==> src/hw/rtl/htw_pkg.sv <==
// Shared types and constants for the Huffman tree-walk decoder.
// Used by htw_front, htw_queue, htw_back and the core top level; no dependencies.
package htw_pkg;

  localparam int IDX_W          = 9;
  localparam int SYM_W          = 8;
  localparam int VB_W           = 4;
  localparam int BYTE_BITS      = 8;
  localparam int CNT_W          = 4;
  localparam int BIT_IX_W       = 3;
  localparam int NODE_COUNT_DEF = 512;
  localparam int QUEUE_DEPTH    = 2;

  // operation field codes
  localparam logic OP_WRITE  = 1'b0;
  localparam logic OP_DECODE = 1'b1;

  // bit counts used by the front end and the walk engine
  localparam logic [CNT_W-1:0] BYTE_DONE = CNT_W'(BYTE_BITS);
  localparam logic [CNT_W-1:0] NO_STOP   = CNT_W'(BYTE_BITS + 1);

  typedef struct packed {
    logic               operation;
    logic [IDX_W-1:0]   node_index;
    logic [IDX_W-1:0]   left_child;
    logic [IDX_W-1:0]   right_child;
    logic               is_leaf;
    logic [SYM_W-1:0]   leaf_symbol;
    logic [SYM_W-1:0]   code_byte;
    logic               last_byte;
    logic [VB_W-1:0]    valid_bits;
  } in_item_t;

  typedef struct packed {
    logic [SYM_W-1:0]   symbol;
    logic               last_of_byte;
    logic               error;
  } out_item_t;

  // one node store entry: left child in the low bits
  typedef struct packed {
    logic [SYM_W-1:0]   symbol;
    logic               leaf;
    logic [IDX_W-1:0]   right;
    logic [IDX_W-1:0]   left;
  } node_t;

  typedef enum logic {
    CMD_WRITE  = 1'b0,
    CMD_DECODE = 1'b1
  } cmd_kind_t;

  typedef struct packed {
    cmd_kind_t          kind;
    logic [IDX_W-1:0]   node_index;
    node_t              node;
    logic [SYM_W-1:0]   code;
    logic               last;
    logic [CNT_W-1:0]   stop_cnt;
  } cmd_t;

endpackage

==> src/hw/rtl/htw_queue.sv <==
// Short command queue between the front end and the walk engine.
// Depends on htw_pkg.
module htw_queue (
  input  logic          clk,
  input  logic          rst_n,
  input  logic          push,
  output logic          push_ready,
  input  htw_pkg::cmd_t push_data,
  output logic          pop_valid,
  input  logic          pop,
  output htw_pkg::cmd_t pop_data
);

  localparam int PW = (htw_pkg::QUEUE_DEPTH > 1) ? $clog2(htw_pkg::QUEUE_DEPTH) : 1;
  localparam int CW = $clog2(htw_pkg::QUEUE_DEPTH + 1);

  htw_pkg::cmd_t   slot_r [htw_pkg::QUEUE_DEPTH];
  logic [PW-1:0]   wr_ptr_r, wr_ptr_nxt;
  logic [PW-1:0]   rd_ptr_r, rd_ptr_nxt;
  logic [CW-1:0]   count_r, count_nxt;
  logic            do_push, do_pop;

  assign push_ready = (count_r != CW'(htw_pkg::QUEUE_DEPTH));
  assign pop_valid  = (count_r != '0);
  assign pop_data   = slot_r[rd_ptr_r];
  assign do_push    = push && push_ready;
  assign do_pop     = pop && pop_valid;

  always_comb begin
    wr_ptr_nxt = wr_ptr_r;
    rd_ptr_nxt = rd_ptr_r;
    count_nxt  = count_r;
    if (do_push) begin
      wr_ptr_nxt = (wr_ptr_r == PW'(htw_pkg::QUEUE_DEPTH - 1)) ? '0 : wr_ptr_r + 1'b1;
    end
    if (do_pop) begin
      rd_ptr_nxt = (rd_ptr_r == PW'(htw_pkg::QUEUE_DEPTH - 1)) ? '0 : rd_ptr_r + 1'b1;
    end
    if (do_push && !do_pop) begin
      count_nxt = count_r + 1'b1;
    end else if (do_pop && !do_push) begin
      count_nxt = count_r - 1'b1;
    end
  end

  always_ff @(posedge clk) begin
    if (!rst_n) begin
      wr_ptr_r <= '0;
      rd_ptr_r <= '0;
      count_r  <= '0;
    end else begin
      wr_ptr_r <= wr_ptr_nxt;
      rd_ptr_r <= rd_ptr_nxt;
      count_r  <= count_nxt;
    end
  end

  always_ff @(posedge clk) begin
    if (do_push) begin
      slot_r[wr_ptr_r] <= push_data;
    end
  end

endmodule

==> config.mk <==
export PLATFORM = sky130hd
export DESIGN_NAME = htw_queue
export DESIGN_NICKNAME = d
export VERILOG_FILES = /design/src/hw/rtl/htw_pkg.sv /design/src/hw/rtl/htw_queue.sv
export SDC_FILE = /design/constraint.sdc
export NUM_CORES = 1
export LEC_CHECK = 0
export ABC_AREA = 1
export CAP_MARGIN = 20
export CORE_ASPECT_RATIO = 0.6
export CORE_MARGIN = 1.5
export CORE_UTILIZATION = 55
export DETAILED_ROUTE_END_ITERATION = 10
export DONT_BUFFER_PORTS = 1
export PLACE_DENSITY = 0.8
export SLEW_MARGIN = 20
export SYNTH_ARGS = -nofsm -noshare
export SYNTH_HDL_FRONTEND = slang
export SYNTH_SLANG_ARGS = --single-unit
==> constraint.sdc <==
create_clock -name clk -period 3.8 [get_ports clk]
set_clock_uncertainty 0.1 [all_clocks]
set_input_delay 0.57 -clock clk [delete_from_list [all_inputs] [get_ports clk]]
set_output_delay 0.57 -clock clk [all_outputs]
set_load 0.005 [all_outputs]
==> impl_metrics.csv <==
group,metric,value,unit
place,dp.final_hpwl,3690,µm
cts,buffers_inserted_during_post_cts_setup_optimization,0,
sta,finalWorstSetupSlack,1.42,ns
min_path,min_delay_worst_endpoint,"slot_r[1][16]",
power_and_ir_drop,power-per-cell-area,684,mW/mm²
sta,hold_viol,0,
sta,slew_violations,0,
grt,global_route_wire_length_before_repair,8870,µm
grt,largest_net_degree_at_the_start_of_global_routing,51,
cts,cts_htree_levels,3,
setup_path,crit_cells,1,
route,route.detailed.vias_per_inst,5.32,
setup_path,cell_by_cell_trace_of_the_critical_path,"mux2_4",
setup_path,worst-endpoint-arrival,1.71,ns
sta,max_freq,421,MHz
route,postRouteWirelength,5810,µm
power_and_ir_drop,vdd_ir_drop_max,0.368,mV
logic_synthesis,synth.avg_cell_area,21.3,µm²
sta,slew-limit-headroom,0.371,
cts,clockRootBuffer,"sky130_fd_sc_hd__clkbuf_16",
setup_path,cp_top_family,"flip-flops",
route,drc,0,
route,number_of_vias_after_detailed_routing,1643,
setup_path,timing.rr.end,"slot_r[0][46]",
route,drt_pre_antenna_iters,4,
grt,groute.usage.overall,0.157,
cts,cts_resized,0,
floorplan,io_pins,106,
route,initialDrtViolationCount,85,
cts,clk-insertion-delay-late,0.34,ns
floorplan,die_h,69.9,µm
setup_path,critical_path.endpoint_type,"output pin",
grt,grt-ovfl-total,0,
logic_synthesis,ff_latch_count_synth,105,
place,detailedPlace.worstSlack,1.76,ns
floorplan,rows,24,
layout,nets_finish,255,
place,place_congestion,0.783,
sta,transition_time_of_the_tightest_slew_check_pin,0.944,ns
cts,cts_tree,"yes",
setup_path,r2r_start,"count_r[0]",
route,per_cell_routed_wire_length,18.8,µm
setup_path,worst_r2r_path_depth,5,
job,cap_viol_max_count,0,
power_and_ir_drop,power_leakage,1.59,nW
setup_path,setup.reg_to_reg.worst_slack,1.93,ns
setup_path,cp.required,3.13,ns
logic_synthesis,yosysWarningCount,0,
setup_path,cp_slowest_stage_delay,0.98,ns
sta,rsz0062_at_grt,"no",
route,final_antenna_net_count,0,
logic_synthesis,post_synth_design_cell_area,0.00411,mm²
layout,antennaDiodeCount,0,
floorplan,die-width,115,µm
layout,finish.utilization,0.619,
grt,grt_pass1_vias,1750,
setup_path,timing.critical_path.buf_inv,0,
min_path,worstHoldPathCells,0,
outcome,status,"complete, no violations",
cts,clk_transition_reported_paths,0.06,ns
logic_synthesis,synthesis.nets,248,
layout,nFillCells,488,
min_path,worst_hold_path_type,"input pin to register",
layout,synthToLayoutAreaGrowth,9.05,%
logic_synthesis,yosysSeqAreaShare,0.756,
setup_path,critPathLaunchType,"register",
setup_path,critPathSlowestCell,"sky130_fd_sc_hd__dfxtp_4",
cts,numClockSinks,105,
min_path,hold_start,"push_data[16]",
cts,cts_hold_buffers,0,
sta,final_period_minus_worst_setup_slack,2.38,ns
sta,final.period_utilization,0.625,
setup_path,critical_path_peak_fanout,50,
logic_synthesis,mapped_cells,193,
place,io_buffers,0,
floorplan,initial_core_util,0.567,
layout,layout-drive-gt1-share,0.341,
logic_synthesis,synth_cell_types,14,
cts,clock_buffers_created_by_tritoncts,9,
grt,antenna_violations_before_repair,0,
cts,cts_max_path_buffers,2,
setup_path,worst-setup-path-type,"register to output pin",
sta,finalSetupViolations,0,
floorplan,core_area,0.00724,mm²
sta,tns,0,ns
floorplan,die_ar,0.00801,mm²
-- metal layers --
metal / GRT usage / up-vias / part of all wire
li1: - / 746 / -
met1: 0.178 / 805 / 0.38
met2: 0.237 / 83 / 0.47
met3: 0.0990 / 9 / 0.14
met4: 0.0667 / 0 / 0.014
met5: 0 / - / 0
-- synth_stat cells --
| master | number | area share |
|---|---|---|
| sky130_fd_sc_hd__nand4_1 | 1 | 0.0015 |
| sky130_fd_sc_hd__edfxtp_1 | 100 | 0.73 |
| sky130_fd_sc_hd__o21ai_0 | 2 | 0.0024 |
| sky130_fd_sc_hd__ha_1 | 1 | 0.0030 |
| sky130_fd_sc_hd__buf_6 | 1 | 0.0027 |
| sky130_fd_sc_hd__nor2_1 | 8 | 0.0073 |
| sky130_fd_sc_hd__dfxtp_1 | 5 | 0.024 |
| sky130_fd_sc_hd__inv_1 | 8 | 0.0073 |
| sky130_fd_sc_hd__buf_12 | 5 | 0.024 |
| sky130_fd_sc_hd__a21oi_1 | 1 | 0.0012 |
| sky130_fd_sc_hd__nand2_1 | 9 | 0.0082 |
| sky130_fd_sc_hd__o21a_1 | 1 | 0.0018 |
| sky130_fd_sc_hd__mux2_4 | 50 | 0.18 |
| sky130_fd_sc_hd__nand3_1 | 1 | 0.0012 |
-- layout by cell type (no fill, tap or decap), types with 2 or more instances in the layout --
cell type | netlist | final
sky130_fd_sc_hd__clkbuf_16 | 0 | 9
sky130_fd_sc_hd__nand2_1 | 9 | 9
sky130_fd_sc_hd__nor2_4 | 0 | 2
sky130_fd_sc_hd__mux2_4 | 50 | 50
sky130_fd_sc_hd__buf_4 | 0 | 2
sky130_fd_sc_hd__inv_1 | 8 | 8
sky130_fd_sc_hd__o21ai_0 | 2 | 2
sky130_fd_sc_hd__dfxtp_1 | 5 | 4
sky130_fd_sc_hd__nor2_1 | 8 | 6
sky130_fd_sc_hd__bufinv_16 | 0 | 2
sky130_fd_sc_hd__edfxtp_1 | 100 | 100
-- stage by stage --
step           area (µm²)  instances  hold slack [ns]  total power, mW
6_report             4480        309            0.222             3.06
5_1_grt              4480        309            0.203             3.21
4_1_cts              4480        309            0.206             3.11
3_5_place_dp         4160        293            0.416             2.15
3_3_place_gp         4160        293            0.381             2.13
2_1_floorplan        4110        193            0.367             2.10
-- state kept, by name, summed over array words and instances (netlist names), named ones only --
name and cells:
count_r 2, rd_ptr_r 1, slot_r 100, wr_ptr_r 1
-- worst max path at each step --
stage | endpoint | slack (ns) | start
global placement | pop_data[32] | 1.78 | register
CTS | pop_data[9] | 1.38 | register
detailed placement | pop_data[38] | 1.76 | register
finish | pop_data[25] | 1.42 | register
global route | pop_data[9] | 1.33 | register
floorplan | slot_r[0][0] | 0.48 | push
-- cell families (layout without fill, tap and decap cells) --
group,after synthesis,in the layout,share of synthesized area
flip-flops,105,105,0.756
multiplexers,50,50,0.183
AND/OR/NAND/NOR,19,19,0.0183
buffers and inverters,14,26,0.0344
AO/OA/AOI/OAI,4,4,0.00549
adder cells (fa/ha/maj),1,1,0.00305
-- where the power goes --
part / switching [mW] / internal [mW]
Sequential: 0.128 / 1.47
Clock: 0.374 / 0.576
Combinational: 0.227 / 0.288
Total: 0.729 / 2.33
-- area by class of cell --
type | instances | area [µm²] | area share
Inverter | 8 | 30.0 | 0.00671
Tap cell | 104 | 130 | 0.0291
Clock inverter | 7 | 93.8 | 0.0210
Sequential cell | 105 | 3110 | 0.694
Multi-Input combinational cell | 74 | 876 | 0.196
Clock buffer | 9 | 225 | 0.0503
Timing Repair Buffer | 2 | 15.0 | 0.00335
(Power assumes the default switching activity.)
