===== config.mk =====
export PLATFORM = sky130hd
export DESIGN_NAME = htw_front
export DESIGN_NICKNAME = d
export VERILOG_FILES = /design/src/hw/rtl/htw_pkg.sv /design/src/hw/rtl/htw_front.sv
export SDC_FILE = /design/constraint.sdc
export NUM_CORES = 1
export LEC_CHECK = 0
export ABC_AREA = 1
export BUFFER_PORTS_ARGS = -buffer_cell sky130_fd_sc_hd__buf_2
export CAP_MARGIN = 5
export CORE_MARGIN = 2
export CORE_UTILIZATION = 44
export DETAILED_ROUTE_END_ITERATION = 7
export GPL_TIMING_DRIVEN = 0
export PLACE_DENSITY = 0.83
export SETUP_SLACK_MARGIN = 0.5
export SLEW_MARGIN = 5
export SYNTH_ARGS = -nofsm -noshare
export SYNTH_HDL_FRONTEND = slang
export SYNTH_SLANG_ARGS = --single-unit

===== constraint.sdc =====
create_clock -name clk -period 5 [get_ports clk]
set_clock_uncertainty 0.2 [all_clocks]
set_input_delay 0 -clock clk [delete_from_list [all_inputs] [get_ports clk]]
set_output_delay 0 -clock clk [all_outputs]
set_load 0.01 [all_outputs]

===== src/hw/rtl/htw_pkg.sv =====
// Shared types and constants for the Huffman tree-walk decoder.
// Used by htw_front, htw_queue, htw_back and the core top level; no dependencies.
package htw_pkg;

  localparam int IDX_W          = 9;
  localparam int SYM_W          = 8;
  localparam int VB_W           = 4;
  localparam int BYTE_BITS      = 8;
  localparam int CNT_W          = 4;
  localparam int BIT_IX_W       = 3;
  localparam int NODE_COUNT_DEF = 512;
  localparam int QUEUE_DEPTH    = 2;

  // operation field codes
  localparam logic OP_WRITE  = 1'b0;
  localparam logic OP_DECODE = 1'b1;

  // bit counts used by the front end and the walk engine
  localparam logic [CNT_W-1:0] BYTE_DONE = CNT_W'(BYTE_BITS);
  localparam logic [CNT_W-1:0] NO_STOP   = CNT_W'(BYTE_BITS + 1);

  typedef struct packed {
    logic               operation;
    logic [IDX_W-1:0]   node_index;
    logic [IDX_W-1:0]   left_child;
    logic [IDX_W-1:0]   right_child;
    logic               is_leaf;
    logic [SYM_W-1:0]   leaf_symbol;
    logic [SYM_W-1:0]   code_byte;
    logic               last_byte;
    logic [VB_W-1:0]    valid_bits;
  } in_item_t;

  typedef struct packed {
    logic [SYM_W-1:0]   symbol;
    logic               last_of_byte;
    logic               error;
  } out_item_t;

  // one node store entry: left child in the low bits
  typedef struct packed {
    logic [SYM_W-1:0]   symbol;
    logic               leaf;
    logic [IDX_W-1:0]   right;
    logic [IDX_W-1:0]   left;
  } node_t;

  typedef enum logic {
    CMD_WRITE  = 1'b0,
    CMD_DECODE = 1'b1
  } cmd_kind_t;

  typedef struct packed {
    cmd_kind_t          kind;
    logic [IDX_W-1:0]   node_index;
    node_t              node;
    logic [SYM_W-1:0]   code;
    logic               last;
    logic [CNT_W-1:0]   stop_cnt;
  } cmd_t;

endpackage


===== src/hw/rtl/htw_front.sv =====
// Front end: accepts input items, classifies them into queue commands.
// Depends on htw_pkg.
module htw_front (
  input  logic              clk,
  input  logic              rst_n,
  input  logic              in_valid,
  output logic              in_ready,
  input  htw_pkg::in_item_t in_data,
  output logic              q_push,
  input  logic              q_ready,
  output htw_pkg::cmd_t     q_data
);

  logic          fr_v_r, fr_v_nxt;
  htw_pkg::cmd_t fr_cmd_r;
  htw_pkg::cmd_t cls;

  always_comb begin
    cls.kind        = (in_data.operation == htw_pkg::OP_DECODE) ? htw_pkg::CMD_DECODE
                                                                : htw_pkg::CMD_WRITE;
    cls.node_index  = in_data.node_index;
    cls.node.symbol = in_data.leaf_symbol;
    cls.node.leaf   = in_data.is_leaf;
    cls.node.right  = in_data.right_child;
    cls.node.left   = in_data.left_child;
    cls.code        = in_data.code_byte;
    cls.last        = in_data.last_byte;
    // stop count: bits after which a symbol ends the byte
    if (in_data.last_byte && (in_data.valid_bits != '0) &&
        (in_data.valid_bits <= htw_pkg::VB_W'(htw_pkg::BYTE_BITS))) begin
      cls.stop_cnt = in_data.valid_bits;
    end else begin
      cls.stop_cnt = htw_pkg::NO_STOP;
    end
  end

  assign in_ready = !fr_v_r || q_ready;
  assign q_push   = fr_v_r;
  assign q_data   = fr_cmd_r;

  always_comb begin
    fr_v_nxt = fr_v_r;
    if (in_valid && in_ready) begin
      fr_v_nxt = 1'b1;
    end else if (q_ready) begin
      fr_v_nxt = 1'b0;
    end
  end

  always_ff @(posedge clk) begin
    if (!rst_n) begin
      fr_v_r <= 1'b0;
    end else begin
      fr_v_r <= fr_v_nxt;
    end
  end

  always_ff @(posedge clk) begin
    if (in_valid && in_ready) begin
      fr_cmd_r <= cls;
    end
  end

endmodule


==> results.toml, run 1 <==
[outcome]
status = "completed"

[critical_path]
cp.required_ns = 4.85
end_kind = "flop"
timing.rr.end = "q_data[30]"
worst_r2r_path_depth = 2
cp_data_arrival_time_ns = 1.58
setup.worst_path.class = "input pin to flop"
start_kind = "input pin"
startpoint = "in_data[2]"
r2r-start = "q_push"
crit_fanout = 3
r2r_slack_ns = 3.27

[global_route]
grt_overflow_total = 0
met3_usage_pct = 7.81
gr-usage-met2_pct = 37.9
gr-usage-met1_pct = 24.4
grt_first_pass_wirelength_um = 6500
grt_antenna_before_repair = 0
grt_usage_pct = 21.9
grt_pass1_vias = 1245
top_usage_layer = "met2"
grt_max_degree = 31

[pwr]
comb_power_share_pct = 13.2
switchingPower_w = 0.000186
seq_power_share_pct = 60.0
p_int_w = 0.000657
leakage_nw = 1.24
power_switching_share_pct = 22.1
total_power_w = 0.000844
p_clk_share_pct = 26.9
p_per_area_nw_per_um2 = 296
ir_drop_mv = 0.163

[clock_network]
clock_sinks = 51
worstSkewPairLatency_ns = 0.29
clockBufferDepth = 2
root_buffer = "clkbuf_8"
clkTransAtPathRegs_ns = 0.09
cts_tree = "built"
htree_num_levels = 2
cts_made_buffers = 5
post_cts_resized = 0

[sta]
worstMarginPinSlew_ns = 0.705
grt_setup_unrepaired = "false"
relSlewSlack_pct = 52.9
final.period_utilization_pct = 34.7
drv_slew = 0
final_hold_viol_count = 0
fmax_mhz = 577
setup_violations = 0
min_period_ns = 1.73
setup-tns-final_ns = 0

[yosys]
synth.net_count = 125
synth_area_sq_um = 1610
synthDistinctLibCells = 10
synth.avg_cell_area_sq_um = 22.7
postSynthCellCount = 71
synth_seq_area_share_pct = 94.3
synth-seq-cells = 51
yosysWarnings = 0

[floorplanning]
fp-row-count = 22
die_x_um = 64.6
coreArea_sq_um = 3610
die_area_sq_um = 4170
ios = 106
die_h_um = 64.6
start_util_pct = 44.8

[route]
drt_iter0_drc = 106
drt-total-wl_um = 4500
dr.pass1.iters = 4
postRouteAntennaNets = 0
drc_errors = 0
wire_per_inst_um = 15.7
dr_total_vias = 1285
via_per_inst = 4.49

[placed_design]
port_buffers = 105
hpwl_um = 2510
place_congestion = 0.630
placed_area_sq_um = 2230

[finish]
num_antenna_cells = 0
fin_nets = 291
area_growth_pct = 76.6
final_util_pct = 79.0
final_layout_size_suffix_gt1_share_pct = 48.7
design_area_sq_um = 2850

[worst_hold_path]
hold_path_class = "input pin to flop"
hold_path_depth = 3
hp-start = "in_valid"
hold_end = "q_data[0]"

[run]
maxCapViolations = 0
==> worst max path at each step <==
stage	endpoint	slack, ns	depth (start not counted)
after floorplan	q_data[0]	1.51	1
after detailed placement	q_data[43]	3.26	2
after CTS	q_data[14]	3.25	2
after global placement	q_data[43]	0.81	1
after global routing	q_data[0]	3.15	6
final	q_data[0]	3.27	6
==> flip-flops by register name, summed over array words and instances (netlist names) <==
signal,flops
q_push,1
q_data,50
==> kinds of logic (layout without fill, tap and decap cells) <==
family / Yosys count / count (layout) / share of synthesized area [%]
AO/OA/AOI/OAI: 3 / 3 / 1.24
buffers and inverters: 6 / 173 / 1.40
flip-flops: 51 / 51 / 94.3
AND/OR/NAND/NOR: 11 / 11 / 3.10
==> worst max-delay path, cell delays in order <==
cell,delay (ns)
dlygate4sd3_1,0.52
buf_2,0.12
nor2_1,0.05
a21boi_0,0.23
nand3b_1,0.10
dlygate4sd3_1,0.56
==> timing repair <==
item                                    in CTS  in global routing
endpoints found under the setup margin       0                  0
buffers inserted                             0                  0
hold endpoints to repair                    51                  0
hold buffers                                53                  0
==> routing by layer <==
layer / share of wire [%] / wire, um
met5: 0 / 0
met2: 53 / 2370
met4: 1.4 / 63
met1: 38 / 1720
met3: 7.6 / 342
==> through the flow <==
| step | setup WS (ns) | std cells | hold WS, ns |
|---|---|---|---|
| after CTS | 3.25 | 286 | 0.00408 |
| after floorplan | 1.51 | 71 | -0.101 |
| after global placement | 0.807 | 224 | -0.0232 |
| after detailed placement | 3.26 | 225 | -0.0216 |
| after global routing | 3.15 | 286 | 0.0323 |
| final | 3.27 | 286 | 0.0130 |
==> cell type report <==
| cell class | count | area (sq um) |
|---|---|---|
| inverter | 6 | 22.5 |
| tap | 48 | 60.1 |
| clock buffer | 5 | 68.8 |
| sequential | 51 | 1520 |
| clock inverter | 3 | 20.0 |
| fill | 178 | 756 |
| multi-input combinational | 14 | 81.3 |
| timing repair buffer | 159 | 1080 |
==> cells in the mapped netlist <==
library cell / n / share of area [%]
edfxtp_1: 50 / 93
inv_1: 6 / 1.4
nand2_1: 5 / 1.2
a21boi_0: 2 / 0.93
nand3_1: 2 / 0.62
nor2_1: 2 / 0.47
a21oi_1: 1 / 0.31
dfxtp_1: 1 / 1.2
nand3b_1: 1 / 0.47
nor2_2: 1 / 0.39
==> cell usage in the layout (no fill, tap or decap), drive strengths merged <==
| master | synthesis | routed |
|---|---|---|
| buf | 0 | 106 |
| edfxtp | 50 | 50 |
| a21oi | 1 | 1 |
| dfxtp | 1 | 1 |
| nand3 | 2 | 2 |
| nand2 | 5 | 5 |
| nand3b | 1 | 1 |
| dlygate4sd3 | 0 | 53 |
| a21boi | 2 | 2 |
| nor2 | 3 | 3 |
| clkinvlp | 0 | 2 |
| clkinv | 0 | 1 |
| clkbuf | 0 | 5 |
| inv | 6 | 6 |
==> power groups by stage <==
| stage | registers (W) | clock network [W] | logic [W] |
|---|---|---|---|
| after CTS | 0.000505 | 0.000234 | 0.000109 |
| after detailed placement | 0.000514 | 0 | 0.0000768 |
| after global routing | 0.000508 | 0.000249 | 0.000118 |
| after global placement | 0.000516 | 0 | 0.0000702 |
| after floorplan | 0.000530 | 0 | 0.0000116 |
| final | 0.000506 | 0.000227 | 0.000111 |
(Power assumes the default switching activity.)
==> run 2, diff against run 1 <==
--- a/config.mk
+++ b/config.mk
@@ -9,10 +9,10 @@
 export BUFFER_PORTS_ARGS = -buffer_cell sky130_fd_sc_hd__buf_2
 export CAP_MARGIN = 5
 export CORE_MARGIN = 2
-export CORE_UTILIZATION = 44
+export CORE_UTILIZATION = 37
 export DETAILED_ROUTE_END_ITERATION = 7
 export GPL_TIMING_DRIVEN = 0
-export PLACE_DENSITY = 0.83
+export PLACE_DENSITY = 0.75
 export SETUP_SLACK_MARGIN = 0.5
 export SLEW_MARGIN = 5
 export SYNTH_ARGS = -nofsm -noshare
==> constraint.sdc (replaced) <==
create_clock -name clk -period 1.48 [get_ports clk]
set_clock_uncertainty 0.2 [all_clocks]
set_input_delay 0 -clock clk [delete_from_list [all_inputs] [get_ports clk]]
set_output_delay 0 -clock clk [all_outputs]
set_load 0.01 [all_outputs]
==> results.toml, run 2 (synthesized netlist as in run 1, its figures left out) <==
[placed_design]
dp_cells = 229
port_buffers = 105
place_congestion = 0.680
placed_area_sq_um = 2240
dpl_worst_slack_ns = -0.285
hpwl_um = 2470

[finish]
final_util_pct = 70.4
largest_reg_flops = 50
mostFrequentLayoutCells = "buf_2 (102), dlygate4sd3_1 (50), edfxtp_1 (50)"
stdcell_count = 294
area_growth_pct = 85.9
design_area_sq_um = 3000
layout_commonest_cell = "buf_2"
final_layout_size_suffix_gt1_share_pct = 51.7
num_antenna_cells = 0
fin_nets = 295

[critical_path]
setup.worst_path.class = "flop to flop"
r2r_slack_ns = 0.19
cp_data_arrival_time_ns = 1.10
r2r-start = "q_push"
timing.rr.end = "q_data[48]"
crit_family = "flip-flops"
start_kind = "flop"
worst_r2r_path_depth = 2
cp.required_ns = 1.29
startpoint = "q_push"
slowest_delay_ns = 0.38
critical-path-slowest-cell = "dfxtp_4"
crit_fanout = 11
path_buf_inv = 1
cp_cell_sequence = "a21oi_4, buf_4"
end_kind = "flop"

[pwr]
leakage_nw = 1.30
p_clk_share_pct = 34.7
p_per_area_nw_per_um2 = 1090
comb_power_share_pct = 12.8
switchingPower_w = 0.000667
seq_power_share_pct = 52.5
power_switching_share_pct = 20.4
p_int_w = 0.00259
ir_drop_mv = 0.792
total_power_w = 0.00326

[route]
drc_errors = 0
postRouteAntennaNets = 0
dr_total_vias = 1330
dr.pass1.iters = 7
drt_iter0_drc = 65
drt-total-wl_um = 4840
via_per_inst = 4.52
wire_per_inst_um = 16.5

[sta]
min_period_ns = 1.29
grt_setup_unrepaired = "true"
fmax_mhz = 775
setup_violations = 0
final_hold_viol_count = 5
holdWs_ns = -0.195
drv_slew = 0
final.period_utilization_pct = 87.2
relSlewSlack_pct = 83.6
setup_slack_ns = 0.190
worstMarginPinSlew_ns = 0.245

[global_route]
grt_max_degree = 28
grt_usage_pct = 20.8
grt_antenna_before_repair = 0
grt_first_pass_wirelength_um = 7400
grt_pass1_vias = 1484
grt_overflow_total = 0

[floorplanning]
die_x_um = 70.0
coreArea_sq_um = 4260
die_area_sq_um = 4910
ios = 106
die_h_um = 70.0
fp-row-count = 24
start_util_pct = 37.9

[clock_network]
htree_num_levels = 2
cts_tree = "built"
clockBufferDepth = 2
worstSkewPairLatency_ns = 0.30
clkTransAtPathRegs_ns = 0.09
cts_made_buffers = 5
root_buffer = "clkbuf_8"
clock_sinks = 51

[worst_hold_path]
hp-start = "in_data[0]"
hold_path_class = "input pin to flop"
hold_end = "q_data[0]"
hold_path_depth = 2

[outcome]
status = "complete, but fails checks"
violations = "hold timing"

[run]
maxCapViolations = 0
==> run 2: changes by cell type in the layout (fill, tap and decap cells not counted), sizes merged <==
cell	before	now
buf	106	112
clkinvlp	2	1
a21oi	1	2
dlygate4sd3	53	50
clkinv	1	0
bufinv	0	2
==> run 2: per-stage QoR <==
step                      hold WS [ns]  TNS [ns]
after detailed placement       -0.0219     -9.31
after CTS                       -0.135         0
after global routing            -0.152         0
final                           -0.195         0
after floorplan                 -0.101    -17.21
after global placement         -0.0241    -31.15
==> run 2: area by class of cell <==
class | count | area [sq um]
timing repair buffer | 162 | 1150
tap | 52 | 65.1
inverter | 6 | 22.5
sequential | 51 | 1530
fill | 273 | 1260
clock inverter | 3 | 67.6
clock buffer | 5 | 68.8
multi-input combinational | 15 | 101
==> run 2: timing repair <==
action	4_1_cts	5_1_grt
pin swaps	1	2
gates resized for setup	6	5
endpoints found under the hold margin	51	6
setup buffers	5	0
hold buffers	51	4
cloned	2	0
setup endpoints to repair	102	107
==> run 2: worst max-delay path by stage <==
stage	end	slack (ns)	depth (start not counted)
2_1_floorplan	q_data[0]	-0.34	1
3_3_place_gp	q_data[22]	-0.62	1
3_5_place_dp	q_data[14]	-0.29	2
4_1_cts	q_data[35]	0.21	2
5_1_grt	q_data[36]	0.17	2
6_report	q_data[48]	0.19	2
==> run 2: worst reg2reg max path, stage by stage, from the launching register on <==
cell and delay [ns]:
dfxtp_4 0.38, a21oi_4 0.19, buf_4 0.23
==> run 2: routing by layer <==
| layer | vias up | global-route usage, % | part of all wire [%] |
|---|---|---|---|
| met5 | - | 0 | 0 |
| met4 | 0 | 7.91 | 1.8 |
| met3 | 9 | 8.51 | 9.7 |
| met2 | 81 | 38.0 | 54 |
| met1 | 632 | 21.0 | 34 |
| li1 | 608 | - | - |
==> run 2: power by group through the flow <==
stage / clock network, W / registers [W] / logic (W)
finish: 0.00113 / 0.00171 / 0.000419
global route: 0.00120 / 0.00172 / 0.000449
global placement: 0 / 0.00174 / 0.000245
floorplan: 0 / 0.00179 / 0.0000422
detailed placement: 0 / 0.00174 / 0.000259
CTS: 0.00115 / 0.00171 / 0.000403
